### src/rtl/core/mtg_pkg.sv
// ============================================================================
// mtg_pkg
// Shared constants, types and functions of the MT19937 generator.
// ============================================================================
package mtg_pkg;

    localparam int STATE_WORDS   = 624;
    localparam int MIDDLE_OFFSET = 397;
    localparam int WORD_W        = 32;
    localparam int ADDR_W        = $clog2(STATE_WORDS);
    localparam int PTR_W         = $clog2(STATE_WORDS + 2);

    localparam logic [WORD_W-1:0] TWIST_MATRIX = 32'h9908_b0df;
    localparam logic [WORD_W-1:0] HIGH_BIT     = 32'h8000_0000;
    localparam logic [WORD_W-1:0] LOW_BITS     = 32'h7fff_ffff;
    localparam logic [WORD_W-1:0] TEMPER_B     = 32'h9d2c_5680;
    localparam logic [WORD_W-1:0] TEMPER_C     = 32'hefc6_0000;
    localparam logic [WORD_W-1:0] LCG_MULT     = 32'd69069;
    localparam logic [WORD_W-1:0] HALF_HIGH    = 32'hffff_0000;
    localparam logic [WORD_W-1:0] DEFAULT_SEED = 32'd4357;

    localparam logic OP_DRAW = 1'b0;
    localparam logic OP_SEED = 1'b1;

    typedef struct packed {
        logic              seed_load;
        logic              seed_default;
        logic              seed_hi;
        logic              seed_lo;
        logic              ram_re;
        logic [ADDR_W-1:0] rd_addr_a;
        logic [ADDR_W-1:0] rd_addr_b;
        logic              cap_y;
        logic              twist_wr;
        logic [ADDR_W-1:0] wr_addr;
        logic              out_load;
    } t_dp_cmd;

    typedef struct packed {
        logic out_free;
    } t_dp_sts;

    function automatic logic [WORD_W-1:0] lcg_next(input logic [WORD_W-1:0] s);
        logic [WORD_W-1:0] p;
        p = s * LCG_MULT;
        return p + 32'd1;
    endfunction

    function automatic logic [WORD_W-1:0] temper(input logic [WORD_W-1:0] w);
        logic [WORD_W-1:0] y;
        y = w;
        y = y ^ (y >> 11);
        y = y ^ ((y << 7) & TEMPER_B);
        y = y ^ ((y << 15) & TEMPER_C);
        y = y ^ (y >> 18);
        return y;
    endfunction

endpackage

### src/rtl/core/mtg_ctrl.sv
// ============================================================================
// mtg_ctrl
// Sequencer: seeding sweep, in-place twist sweep and draw handshake.
// ============================================================================
module mtg_ctrl #(
    parameter int DEPTH      = mtg_pkg::STATE_WORDS,
    parameter int MID_OFFSET = mtg_pkg::MIDDLE_OFFSET
) (
    input  logic                 i_clk,
    input  logic                 i_rst_n,
    input  logic                 i_in_valid,
    output logic                 o_in_ready,
    input  logic                 i_operation,
    output mtg_pkg::t_dp_cmd     o_cmd,
    input  mtg_pkg::t_dp_sts     i_sts
);

    localparam int AW = mtg_pkg::ADDR_W;
    localparam int PW = mtg_pkg::PTR_W;
    localparam logic [PW-1:0] POS_END   = PW'(DEPTH);
    localparam logic [PW-1:0] POS_NEVER = PW'(DEPTH + 1);
    localparam logic [AW-1:0] K_LAST    = AW'(DEPTH - 1);

    typedef enum logic [3:0] {
        S_IDLE,
        S_SEED_HI,
        S_SEED_LO,
        S_TW_RD1,
        S_TW_RD2,
        S_TW_WR,
        S_DRAW_RD,
        S_DRAW_OUT
    } t_state;

    t_state          r_state, n_state;
    logic [PW-1:0]   r_pos, n_pos;
    logic [AW-1:0]   r_k, n_k;
    logic            r_after, n_after;

    logic [AW-1:0]   k_nxt;
    logic [AW:0]     mid_sum;
    logic [AW-1:0]   k_mid;
    logic            accept;

    assign accept   = i_in_valid && (r_state == S_IDLE);
    assign k_nxt    = (r_k == K_LAST) ? '0 : r_k + AW'(1);
    assign mid_sum  = {1'b0, r_k} + (AW+1)'(MID_OFFSET);
    assign k_mid    = (mid_sum >= (AW+1)'(DEPTH)) ? AW'(mid_sum - (AW+1)'(DEPTH))
                                                  : mid_sum[AW-1:0];

    always_comb begin
        n_state = r_state;
        n_pos   = r_pos;
        n_k     = r_k;
        n_after = r_after;
        o_cmd   = '0;
        unique case (r_state)
            S_IDLE: begin
                if (accept) begin
                    n_k = '0;
                    if (i_operation == mtg_pkg::OP_SEED) begin
                        o_cmd.seed_load = 1'b1;
                        n_after = 1'b0;
                        n_state = S_SEED_HI;
                    end else if (r_pos == POS_NEVER) begin
                        o_cmd.seed_load    = 1'b1;
                        o_cmd.seed_default = 1'b1;
                        n_after = 1'b1;
                        n_state = S_SEED_HI;
                    end else if (r_pos == POS_END) begin
                        n_state = S_TW_RD1;
                    end else begin
                        n_state = S_DRAW_RD;
                    end
                end
            end
            S_SEED_HI: begin
                o_cmd.seed_hi = 1'b1;
                n_state = S_SEED_LO;
            end
            S_SEED_LO: begin
                o_cmd.seed_lo = 1'b1;
                o_cmd.wr_addr = r_k;
                n_k = k_nxt;
                if (r_k == K_LAST) begin
                    n_pos   = POS_END;
                    n_state = r_after ? S_TW_RD1 : S_IDLE;
                end else begin
                    n_state = S_SEED_HI;
                end
            end
            S_TW_RD1: begin
                o_cmd.ram_re    = 1'b1;
                o_cmd.rd_addr_a = r_k;
                o_cmd.rd_addr_b = k_nxt;
                n_state = S_TW_RD2;
            end
            S_TW_RD2: begin
                o_cmd.ram_re    = 1'b1;
                o_cmd.rd_addr_a = k_mid;
                o_cmd.rd_addr_b = k_mid;
                o_cmd.cap_y     = 1'b1;
                n_state = S_TW_WR;
            end
            S_TW_WR: begin
                o_cmd.twist_wr = 1'b1;
                o_cmd.wr_addr  = r_k;
                n_k = k_nxt;
                if (r_k == K_LAST) begin
                    n_pos   = '0;
                    n_state = S_DRAW_RD;
                end else begin
                    n_state = S_TW_RD1;
                end
            end
            S_DRAW_RD: begin
                o_cmd.ram_re    = 1'b1;
                o_cmd.rd_addr_a = r_pos[AW-1:0];
                o_cmd.rd_addr_b = r_pos[AW-1:0];
                n_pos   = r_pos + PW'(1);
                n_state = S_DRAW_OUT;
            end
            S_DRAW_OUT: begin
                if (i_sts.out_free) begin
                    o_cmd.out_load = 1'b1;
                    n_state = S_IDLE;
                end
            end
            default: begin
                n_state = S_IDLE;
            end
        endcase
    end

    always_ff @(posedge i_clk) begin
        if (!i_rst_n) begin
            r_state <= S_IDLE;
            r_pos   <= POS_NEVER;
            r_k     <= '0;
            r_after <= 1'b0;
        end else begin
            r_state <= n_state;
            r_pos   <= n_pos;
            r_k     <= n_k;
            r_after <= n_after;
        end
    end

    assign o_in_ready = (r_state == S_IDLE);

endmodule

### config.mk
export PLATFORM = sky130hd
export DESIGN_NAME = mtg_ctrl
export DESIGN_NICKNAME = d
export VERILOG_FILES = /design/src/rtl/core/mtg_pkg.sv /design/src/rtl/core/mtg_ctrl.sv
export SDC_FILE = /design/constraint.sdc
export NUM_CORES = 1
export LEC_CHECK = 0
export ABC_AREA = 1
export BUFFER_PORTS_ARGS = -buffer_cell sky130_fd_sc_hd__buf_2
export CORE_UTILIZATION = 50
export DETAILED_ROUTE_END_ITERATION = 8
export GPL_TIMING_DRIVEN = 0
export HOLD_SLACK_MARGIN = 0.12
export PLACE_DENSITY = 0.73
export SYNTH_ARGS = -nofsm -noshare
export SYNTH_HDL_FRONTEND = slang
export SYNTH_SLANG_ARGS = --single-unit
### constraint.sdc
create_clock -name i_clk -period 5.1 [get_ports i_clk]
set_input_delay 1.02 -clock i_clk [delete_from_list [all_inputs] [get_ports i_clk]]
set_output_delay 1.02 -clock i_clk [all_outputs]
set_load 0.01 [all_outputs]
==> results of run 1 <==
## cell families after synthesis
| group | after synthesis | synth area share (%) |
|---|---|---|
| and+or+nand+nor | 214 | 46.2 |
| buffers and inverters | 64 | 11.6 |
| AOI/OAI and AO/OA | 56 | 15.2 |
| DFF | 24 | 21.4 |
| xor gates and xnor gates | 6 | 2.34 |
| adders and majority gates | 6 | 3.34 |
## routing by layer
layer  GRT usage, %  up-vias  routed length [um]
li1               -     1287                   -
met2           42.0       95                2860
met3           2.19        6                 381
met4           6.35        0                  68
met1           36.4     1110                2870
met5              0        -                   0
## per-stage QoR
stage	instance area [um2]	setup WS (ns)
global placement	2520	1.89
global route	2600	1.27
finish	2600	1.58
detailed placement	2520	1.89
CTS	2600	1.58
floorplan	2240	2.23
## layout make-up
cell class / instances / area (um2) / area share [%]
inverter: 58 / 220 / 8.48
multi-input combinational: 282 / 1500 / 57.9
tap: 52 / 65.1 / 2.51
timing repair buffer: 43 / 215 / 8.29
sequential: 24 / 480 / 18.5
clock inverter: 1 / 30.0 / 1.16
clock buffer: 3 / 41.3 / 1.59
buffer: 6 / 40.0 / 1.54
## synth_stat cells, types with 2 or more instances
| cell type | n |
|---|---|
| nor3b_1 | 2 |
| nor3_1 | 8 |
| clkbuf_1 | 2 |
| nor4_1 | 2 |
| nand2_2 | 9 |
| a21oi_1 | 20 |
| o21ai_1 | 5 |
| a22oi_1 | 4 |
| xor2_1 | 5 |
| buf_2 | 2 |
| o211ai_1 | 2 |
| buf_6 | 2 |
| nor2_1 | 37 |
| inv_1 | 49 |
| inv_2 | 7 |
| dfxtp_1 | 24 |
| o21ai_0 | 16 |
| ha_1 | 6 |
| nand2_1 | 94 |
| nor2_2 | 5 |
| nand3_1 | 41 |
| o31ai_1 | 2 |
| nand2_4 | 4 |
| nand4_1 | 3 |
## path summary, 6_finish.rpt
kind | start | to | slack, ns | cells past startpoint
max | r_k[0] | o_cmd[19] | 1.58 | 17
min | r_pos[7] | r_pos[7] | 0.51 | 2
min reg2reg | r_pos[7] | r_pos[7] | 0.51 | 2
max reg2reg | r_k[0] | r_pos[7] | 2.92 | 9
## report_power, final
part	switching (mW)	total, mW	internal (mW)	leakage [nW]
clock network	0.0672	0.172	0.105	0.0357
registers	0.0415	0.261	0.219	0.194
logic	0.304	0.447	0.143	1.14
total	0.413	0.880	0.467	1.37
## flip-flops by register name, indices dropped and copies added (netlist names)
register / cells
r_pos: 10
r_state: 3
r_after: 1
r_k: 10
## worst max-delay path, stage by stage (launching register included)
cell and delay (ns):
dfxtp_1 0.38, ha_1 0.24, nor2_2 0.14, nand2_1 0.14, nand2_1 0.08, nand2_1 0.07, inv_1 0.08, ha_1 0.17
inv_1 0.06, nor2_1 0.09, nand3_1 0.07, nand2_1 0.07, nand2_2 0.11, nand2_4 0.11, nand2_1 0.05, nand3_1 0.11
nand3_1 0.09, buf_2 0.15
==> impl_metrics.tcl, run 1 <==
set metrics [dict create \
    status "completed" \
    cts_tree "yes" \
    period_share_pct 69.1 \
    rows 24 \
    ctsResizeCount 0 \
    syn-num-nets 381 \
    grt_antenna_before_repair 0 \
    yosys-top-cells-area "dfxtp_1 21%, nand2_1 16%, nand3_1 9.1%, inv_1 8.2%, nor2_1 6.2%" \
    antenna_cells 0 \
    portBuffers 43 \
    hold_path.class "flop to flop" \
    ys_seq_elements 24 \
    cp.required_ns 4.08 \
    cts_hold_buf 0 \
    grt_max_degree 15 \
    viasPerCell 5.33 \
    die_w_um 69 \
    first_pass_iters 5 \
    crit_type "flop to output pin" \
    first_iter_violations 163 \
    cts.sink_count 24 \
    slew_headroom_pct 61.6 \
    htreeDepth 1 \
    grt_pass1_vias 2123 \
    most-common-layout-cells "94 x nand2_1, 49 x inv_1, 45 x buf_2" \
    setup_viol 0 \
    numCtsBuffers 3 \
    cts_setup_buffers 0 \
    p_total_mw 0.880 \
    dieArea_um2 4760 \
    maxCapViolCount 0 \
    track_usage_pct 25.7 \
    fin_util_pct 60.0 \
    synth_flop_cell "dfxtp_1" \
    area_growth_pct 15.7 \
    core_area_um2 4320 \
    max_slew.worst_pin.slew_ns 0.570 \
    crit_fanout 6 \
    finalClockSkew_ns 0.00653 \
    p_leak_nw 1.37 \
    avgSynthCellArea_um2 6.07 \
    critPathLaunchType "flop" \
    vias 2498 \
    ant_nets 0 \
    synth.top_cell.area_share_pct 21.4 \
    drc 0 \
    fmax_mhz 284 \
    path_clk_slew_ns 0.09 \
    fin_setup_tns_ns 0 \
    place_inst 465 \
    root_buffer "clkbuf_8" \
    ios 44 \
    n_fill_cell 434 \
    drv_slew 0 \
    hold_viol 0 \
    synth.distinct_cells 43 \
    synth-warning-count 0 \
    cts_max_path_buffers 2 \
    final_common_cell "nand2_1" \
    overflow 0 \
    synth_area_um2 2240 \
    wl_per_cell_um 13.2 \
    synth_cells 370 \
    drive_gt1_share_pct 21.3 \
    die_height_um 69 \
    synth-async-reset-ratio_pct 0 \
    yosysTopAreaCell "dfxtp_1" \
    power_density_nw_per_um2 339 \
    cp.arrival_ns 2.50 \
    fin_nets 429 \
    initial_core_util_pct 51.9 \
    rsz0062_at_grt "no" \
    synth-edff-count 0 \
    min_period_ns 3.52 \
    grt_pass1_wl_mm 10.0 \
    wirelength_mm 6.18 \
    place_congestion 0.992 \
    dp_hpwl_mm 4.83 \
    peakVddDrop_mv 0.334 \
    synth-seq-area-share_pct 21.4 \
    cp-end-kind "output pin" \
    instances_no_fill 469 \
    insertion_delay_ns 0.27 \
    hold-worst-slack_ns 0.508 \
]
(Power assumes the default switching activity.)
==> run 2: changes to the inputs <==
--- a/config.mk
+++ b/config.mk
@@ -11,7 +11,7 @@
 export DETAILED_ROUTE_END_ITERATION = 8
 export GPL_TIMING_DRIVEN = 0
 export HOLD_SLACK_MARGIN = 0.12
-export PLACE_DENSITY = 0.73
+export PLACE_DENSITY = 0.76
 export SYNTH_ARGS = -nofsm -noshare
 export SYNTH_HDL_FRONTEND = slang
 export SYNTH_SLANG_ARGS = --single-unit
==> constraint.sdc (replaced) <==
create_clock -name i_clk -period 2.9 [get_ports i_clk]
set_input_delay 0.58 -clock i_clk [delete_from_list [all_inputs] [get_ports i_clk]]
set_output_delay 0.58 -clock i_clk [all_outputs]
set_load 0.01 [all_outputs]
==> run 2 against run 1 <==
Clock-buffer cell count unchanged. Combinational power up 81%. Routed wire length grew 6.6%. Via count grew 4.1%. Critical path type unchanged. Core utilization is 5.2 points higher. Critical path depth fell by 2.
==> impl_metrics.tcl, run 2 (synthesis gave the netlist of run 1 again) <==
set metrics [dict create \
    cp-end-kind "output pin" \
    cp.arrival_ns 2.28 \
    hold-worst-slack_ns 0.514 \
    numCtsBuffers 3 \
    ios 44 \
    area_growth_pct 25.6 \
    core_area_um2 4320 \
    root_buffer "clkbuf_8" \
    grt_antenna_before_repair 0 \
    wirelength_mm 6.59 \
    critPathLaunchType "flop" \
    cts_tree "yes" \
    die_height_um 69 \
    whs_path_depth 2 \
    insertion_delay_ns 0.27 \
    period_share_pct 98.8 \
    htreeDepth 1 \
    first_pass_iters 5 \
    fmax_mhz 349 \
    r2r_end "r_pos[7]" \
    post_dp_cell_area_um2 2520 \
    crit_fanout 5 \
    slew_headroom_pct 60.2 \
    min_from "r_k[3]" \
    p_leak_nw 1.50 \
    wl_per_cell_um 13.6 \
    min_to "r_k[3]" \
    grt_pass1_wl_mm 10.6 \
    path_clk_slew_ns 0.09 \
    n_fill_cell 396 \
    power_density_nw_per_um2 556 \
    drc 0 \
    portBuffers 43 \
    place_congestion 0.935 \
    finalClockSkew_ns 0.00356 \
    dieArea_um2 4760 \
    reg2reg_depth 9 \
    most-common-layout-cells "86 x nand2_1, 47 x inv_1, 43 x buf_2" \
    rows 24 \
    initial_core_util_pct 51.9 \
    antenna_cells 0 \
    cts_max_path_buffers 2 \
    hold_path.class "flop to flop" \
    viasPerCell 5.39 \
    min_period_ns 2.86 \
    first_iter_violations 131 \
    grt_pass1_vias 2289 \
    largestRegisters "r_k x10, r_pos x10, r_state x3" \
    path_buf_inv 8 \
    crit_path_max_incr_delay_ns 0.37 \
    drv_slew 0 \
    p_total_mw 1.57 \
    worst_path_max_delay_cell "dfxtp_4" \
    die_w_um 69 \
    crit_family "buffers and inverters" \
    dp_hpwl_mm 4.87 \
    max_slew.worst_pin.slew_ns 0.597 \
    hold_viol 0 \
    status "completed" \
    r2r-start "r_k[1]" \
    cp.required_ns 2.32 \
    fin_nets 443 \
    setup_viol 0 \
    crit_type "flop to output pin" \
    track_usage_pct 26.8 \
    crit_path_cell_trace "ha_4 > nor2_4 > nand3_2 > nand2_2 > inv_2 > buf_4 > buf_4 > buf_4 > buf_4 > buf_4 > buf_4 > nand2_1 > nand3_1 > nand3_1 > buf_2" \
    maxCapViolCount 0 \
    drive_gt1_share_pct 29.7 \
    path_common_cell "buf_4" \
    grt_max_degree 15 \
    cts_hold_buf 0 \
    cts.sink_count 24 \
    ant_nets 0 \
    peakVddDrop_mv 0.633 \
    rsz0062_at_grt "yes" \
    design_area_um2 2820 \
    overflow 0 \
    vias 2601 \
    final_common_cell "nand2_1" \
    r2r_setup_slack_ns 0.95 \
    fin_util_pct 65.2 \
]
run 2: cell count changes in the layout (fill, tap and decap cells not counted), moves of 4 or more:
cell     delta
buf_4      +14
dfxtp_1     -4
nand2_1     -8
nand2_2     +7
nand3_1     -7
nand3_2     +7
run 2: worst min-delay path: stages (launching register included):
cell     delay, ns
dfxtp_2       0.36
nand2_1       0.07
a21oi_1       0.06
run 2: how the worst max path moves through the flow:
stage | start | endpoint | slack, ns | cells after the start
4_1_cts | r_k[1] | o_cmd[29] | 0.0006 | 17
2_1_floorplan | r_k[0] | o_cmd[21] | 0.47 | 17
6_report | r_k[1] | o_cmd[27] | 0.04 | 15
5_1_grt | r_k[1] | o_cmd[31] | -0.08 | 18
3_3_place_gp | r_k[0] | o_cmd[19] | 0.11 | 17
3_5_place_dp | r_k[0] | o_cmd[19] | 0.05 | 17
run 2: what timing repair did:
| item | in CTS | in global routing |
|---|---|---|
| gates cloned | 0 | 0 |
| resized for setup | 14 | 19 |
| pin swaps | 5 | 12 |
| buffers inserted | 10 | 4 |
| endpoints found under the setup margin | 12 | 12 |
run 2: through the flow:
stage | worst slack (ns) | instances | setup TNS [ns]
3_3_place_gp | 0.107 | 465 | 0
5_1_grt | -0.0816 | 483 | -0.696
4_1_cts | 0.000620 | 479 | 0
6_report | 0.0360 | 483 | 0
2_1_floorplan | 0.466 | 370 | 0
3_5_place_dp | 0.0528 | 465 | 0
run 2: where the power goes:
part           total (mW)  switching, mW  internal, mW
registers           0.458         0.0705         0.388
logic               0.809          0.547         0.262
clock network       0.301          0.116         0.185
run 2: cell type report:
| cell class | count | area [um2] | area share (%) |
|---|---|---|---|
| Buffer | 6 | 40.0 | 1.42 |
| Clock buffer | 3 | 41.3 | 1.46 |
| Clock inverter | 1 | 30.0 | 1.07 |
| Inverter | 58 | 220 | 7.81 |
| Multi-Input combinational cell | 282 | 1600 | 56.7 |
| Sequential cell | 24 | 490 | 17.4 |
| Tap cell | 52 | 65.1 | 2.31 |
| Timing Repair Buffer | 57 | 333 | 11.8 |
run 2: routing by layer:
layer	wire, um	track usage, %	vias up
li1	-	-	1325
met1	3080	36.4	1182
met2	3150	46.2	90
met3	314	2.05	4
met4	40	5.67	0
met5	0	0	-
==> run 3: changes to the inputs <==
--- a/config.mk
+++ b/config.mk
@@ -5,7 +5,6 @@
 export SDC_FILE = /design/constraint.sdc
 export NUM_CORES = 1
 export LEC_CHECK = 0
-export ABC_AREA = 1
 export BUFFER_PORTS_ARGS = -buffer_cell sky130_fd_sc_hd__buf_2
 export CORE_UTILIZATION = 50
 export DETAILED_ROUTE_END_ITERATION = 8
==> run 3 against run 2 <==
The flow now finishes with violations (setup timing). Cell area up 13%. Core utilization up 5.4 points. Critical path depth down 3. Critical endpoint is now o_cmd[17]. Highest routed layer unchanged.
==> impl_metrics.tcl, run 3 <==
set metrics [dict create \
    status "complete, but fails checks" \
    violations "setup timing" \
    worst_path_max_delay_cell "dfxtp_4" \
    r2r_end "r_k[7]" \
    route.top_layer_used "met4" \
    slew_headroom_pct 53.2 \
    dr_wl_met2_mm 3.66 \
    min_period_ns 3.34 \
    synth-seq-area-share_pct 19.8 \
    p_leak_nw 1.36 \
    cp.arrival_ns 2.76 \
    r2r-start "r_k[5]" \
    synth_cells 348 \
    root_buffer "clkbuf_8" \
    fmax_mhz 300 \
    grt_antenna_before_repair 0 \
    grt_pass1_vias 2540 \
    grt_pass1_wl_mm 12.0 \
    synth-edff-count 0 \
    portBuffers 43 \
    most-common-layout-cells "48 x nand2_1, 47 x buf_2, 26 x nor2_1" \
    power_frac_comb_pct 23.2 \
    path_clk_slew_ns 0.10 \
    place_inst 443 \
    worst_slack_ns -0.436 \
    dieArea_um2 5130 \
    cp-end-kind "output pin" \
    p_total_mw 0.845 \
    drc 0 \
    wirelength_mm 7.85 \
    place_congestion 0.907 \
    crit_path_max_incr_delay_ns 0.38 \
    whs_path_depth 2 \
    max_slew.worst_pin.slew_ns 0.699 \
    synth-warning-count 0 \
    grt_max_degree 15 \
    wl_met1_mm 3.33 \
    p_sw_mw 0.252 \
    drive_gt1_share_pct 29.2 \
    muxShareOfSynthArea_pct 1.65 \
    rows 24 \
    cts_tree "yes" \
    cp.required_ns 2.32 \
    min_from "r_after" \
    power_density_nw_per_um2 266 \
    maxCapViolCount 0 \
    place_ws_ns -0.431 \
    numCtsBuffers 3 \
    hold_viol 0 \
    die_w_um 71.6 \
    swShare_pct 29.8 \
    yosysTopAreaCell "dfxtp_1" \
    rsz0062_at_grt "yes" \
    hold_path.class "flop to flop" \
    synth_flop_cell "dfxtp_1" \
    finalClockSkew_ns 0.0177 \
    largestRegisters "r_k x10, r_pos x10, r_state x3" \
    reg2reg_depth 9 \
    area_growth_pct 31.2 \
    crit_path_cell_trace "buf_6 > a211o_1 > nand2_2 > xnor2_4 > ha_4 > nand2_4 > a211oi_4 > nand2b_4 > mux2i_1 > a31oi_1 > a211o_1 > buf_2" \
    antenna_cells 0 \
    min_to "r_after" \
    ys_seq_elements 24 \
    yosys.area_share.simple_pct 34.6 \
    first_pass_iters 7 \
    synth.top_cell.area_share_pct 19.8 \
    core_area_um2 4500 \
    synth_compound_area_share_pct 26.8 \
    dp_hpwl_mm 5.30 \
    crit_fanout 3 \
    wl_per_cell_um 16.7 \
    fin_nets 430 \
    r2r_setup_slack_ns 0.60 \
    ant_nets 0 \
    clockPowerShare_pct 35.9 \
    vias 2934 \
    final_common_cell "nand2_1" \
    fin_util_pct 70.6 \
    cts.sink_count 24 \
    period_share_pct 115 \
    synth-async-reset-ratio_pct 0 \
    yosys-top-cells-area "dfxtp_1 20%, nand2_1 8.2%, o21ai_0 5.0%, and2_1 4.6%, nor2_1 4.6%" \
    ios 44 \
    syn-num-nets 359 \
    post_synth_xor_area_fraction_pct 7.18 \
    initial_core_util_pct 53.8 \
    viasPerCell 6.24 \
    avgSynthCellArea_um2 6.96 \
    insertion_delay_ns 0.28 \
    crit_type "flop to output pin" \
    synthAdderAreaFrac_pct 3.10 \
    cts_max_path_buffers 2 \
    peakVddDrop_mv 0.208 \
    track_usage_pct 29.5 \
    route.met3.wl_um 619 \
    overflow 0 \
    p_seq_share_pct 41.0 \
    cts_hold_buf 0 \
    synth.distinct_cells 59 \
    yosysMostFrequentCell "nand2_1" \
    setup_viol 12 \
    drv_slew 0 \
    path_common_cell "a211o_1" \
    critPathLaunchType "flop" \
    instances_no_fill 470 \
    first_iter_violations 337 \
    synth_common_cells "53 x nand2_1, 30 x nor2_1, 24 x dfxtp_1, 24 x o21ai_0, 19 x a21oi_1" \
    htreeDepth 1 \
    intPower_mw 0.593 \
    synth_top_family_by_area "simple AND/OR/NAND/NOR gates" \
    die_height_um 71.6 \
    synth_area_um2 2420 \
]
-- run 3: cell types whose count changed after synthesis, sizes merged, moves of 14 or more --
cell	before	now
and2	0	18
nand3	43	8
nor2	44	30
inv	57	12
nand2	107	53
-- run 3: worst max-delay path by stage --
stage	start	to	cells past startpoint
finish	r_k[1]	o_cmd[17]	12
global route	r_k[1]	o_cmd[27]	12
CTS	r_k[0]	o_cmd[18]	12
detailed placement	r_k[1]	o_cmd[27]	13
global placement	r_k[1]	o_cmd[27]	13
floorplan	r_k[1]	o_cmd[27]	12
-- run 3: critical path, delay by kind of cell, from the launching register on --
kind            cells  cell delay [ns]
buf+inv             2             0.24
xor+xnor            1             0.14
simple gates        3             0.37
mux                 1             0.20
fa+ha+maj           1             0.18
flops               1             0.38
compound gates      4             0.96
-- run 3: through the flow --
step                      TNS [ns]  hold slack, ns  area, um2
after floorplan                  0           0.442       2450
after global placement       -3.18           0.475       2730
after detailed placement     -3.24           0.475       2730
after CTS                    -3.14           0.491       3050
after global routing         -4.47           0.519       3180
final                        -3.50           0.488       3180
-- run 3: cell type report --
type                    instances  area, um2
multi-input cells             289       1970
fillers                       365       1330
flip-flops and latches         24        489
plain buffers                  20        114
well taps                      52       65.1
repair buffers                 69        425
clock buffers                   3       41.3
clock inverters                 1       30.0
inverters                      12       45.0
-- run 3: cells by family after synthesis --
logic type | Yosys count
AOI/OAI and AO/OA | 97
xor gates and xnor gates | 19
adders and majority gates | 6
buffers and inverters | 35
DFF | 24
muxes | 4
and+or+nand+nor | 163
-- run 3: routing by layer --
metal,vias up,track usage (%)
met5,-,0
met4,0,13.9
met3,23,4.08
met2,180,48.8
met1,1351,38.0
li1,1380,-
-- run 3: power groups by stage --
| stage | Clock (mW) | Sequential [mW] | Combinational, mW |
|---|---|---|---|
| after global routing | 0.316 | 0.348 | 0.212 |
| after CTS | 0.306 | 0.346 | 0.188 |
| final | 0.303 | 0.346 | 0.196 |
| after global placement | 0 | 0.354 | 0.176 |
| after floorplan | 0 | 0.352 | 0.122 |
| after detailed placement | 0 | 0.354 | 0.177 |
-- run 3: what timing repair did --
action                                  CTS  global route
resized for setup                        25            25
pin swaps                                23            19
buffers inserted                         22             7
endpoints found under the setup margin   15            16
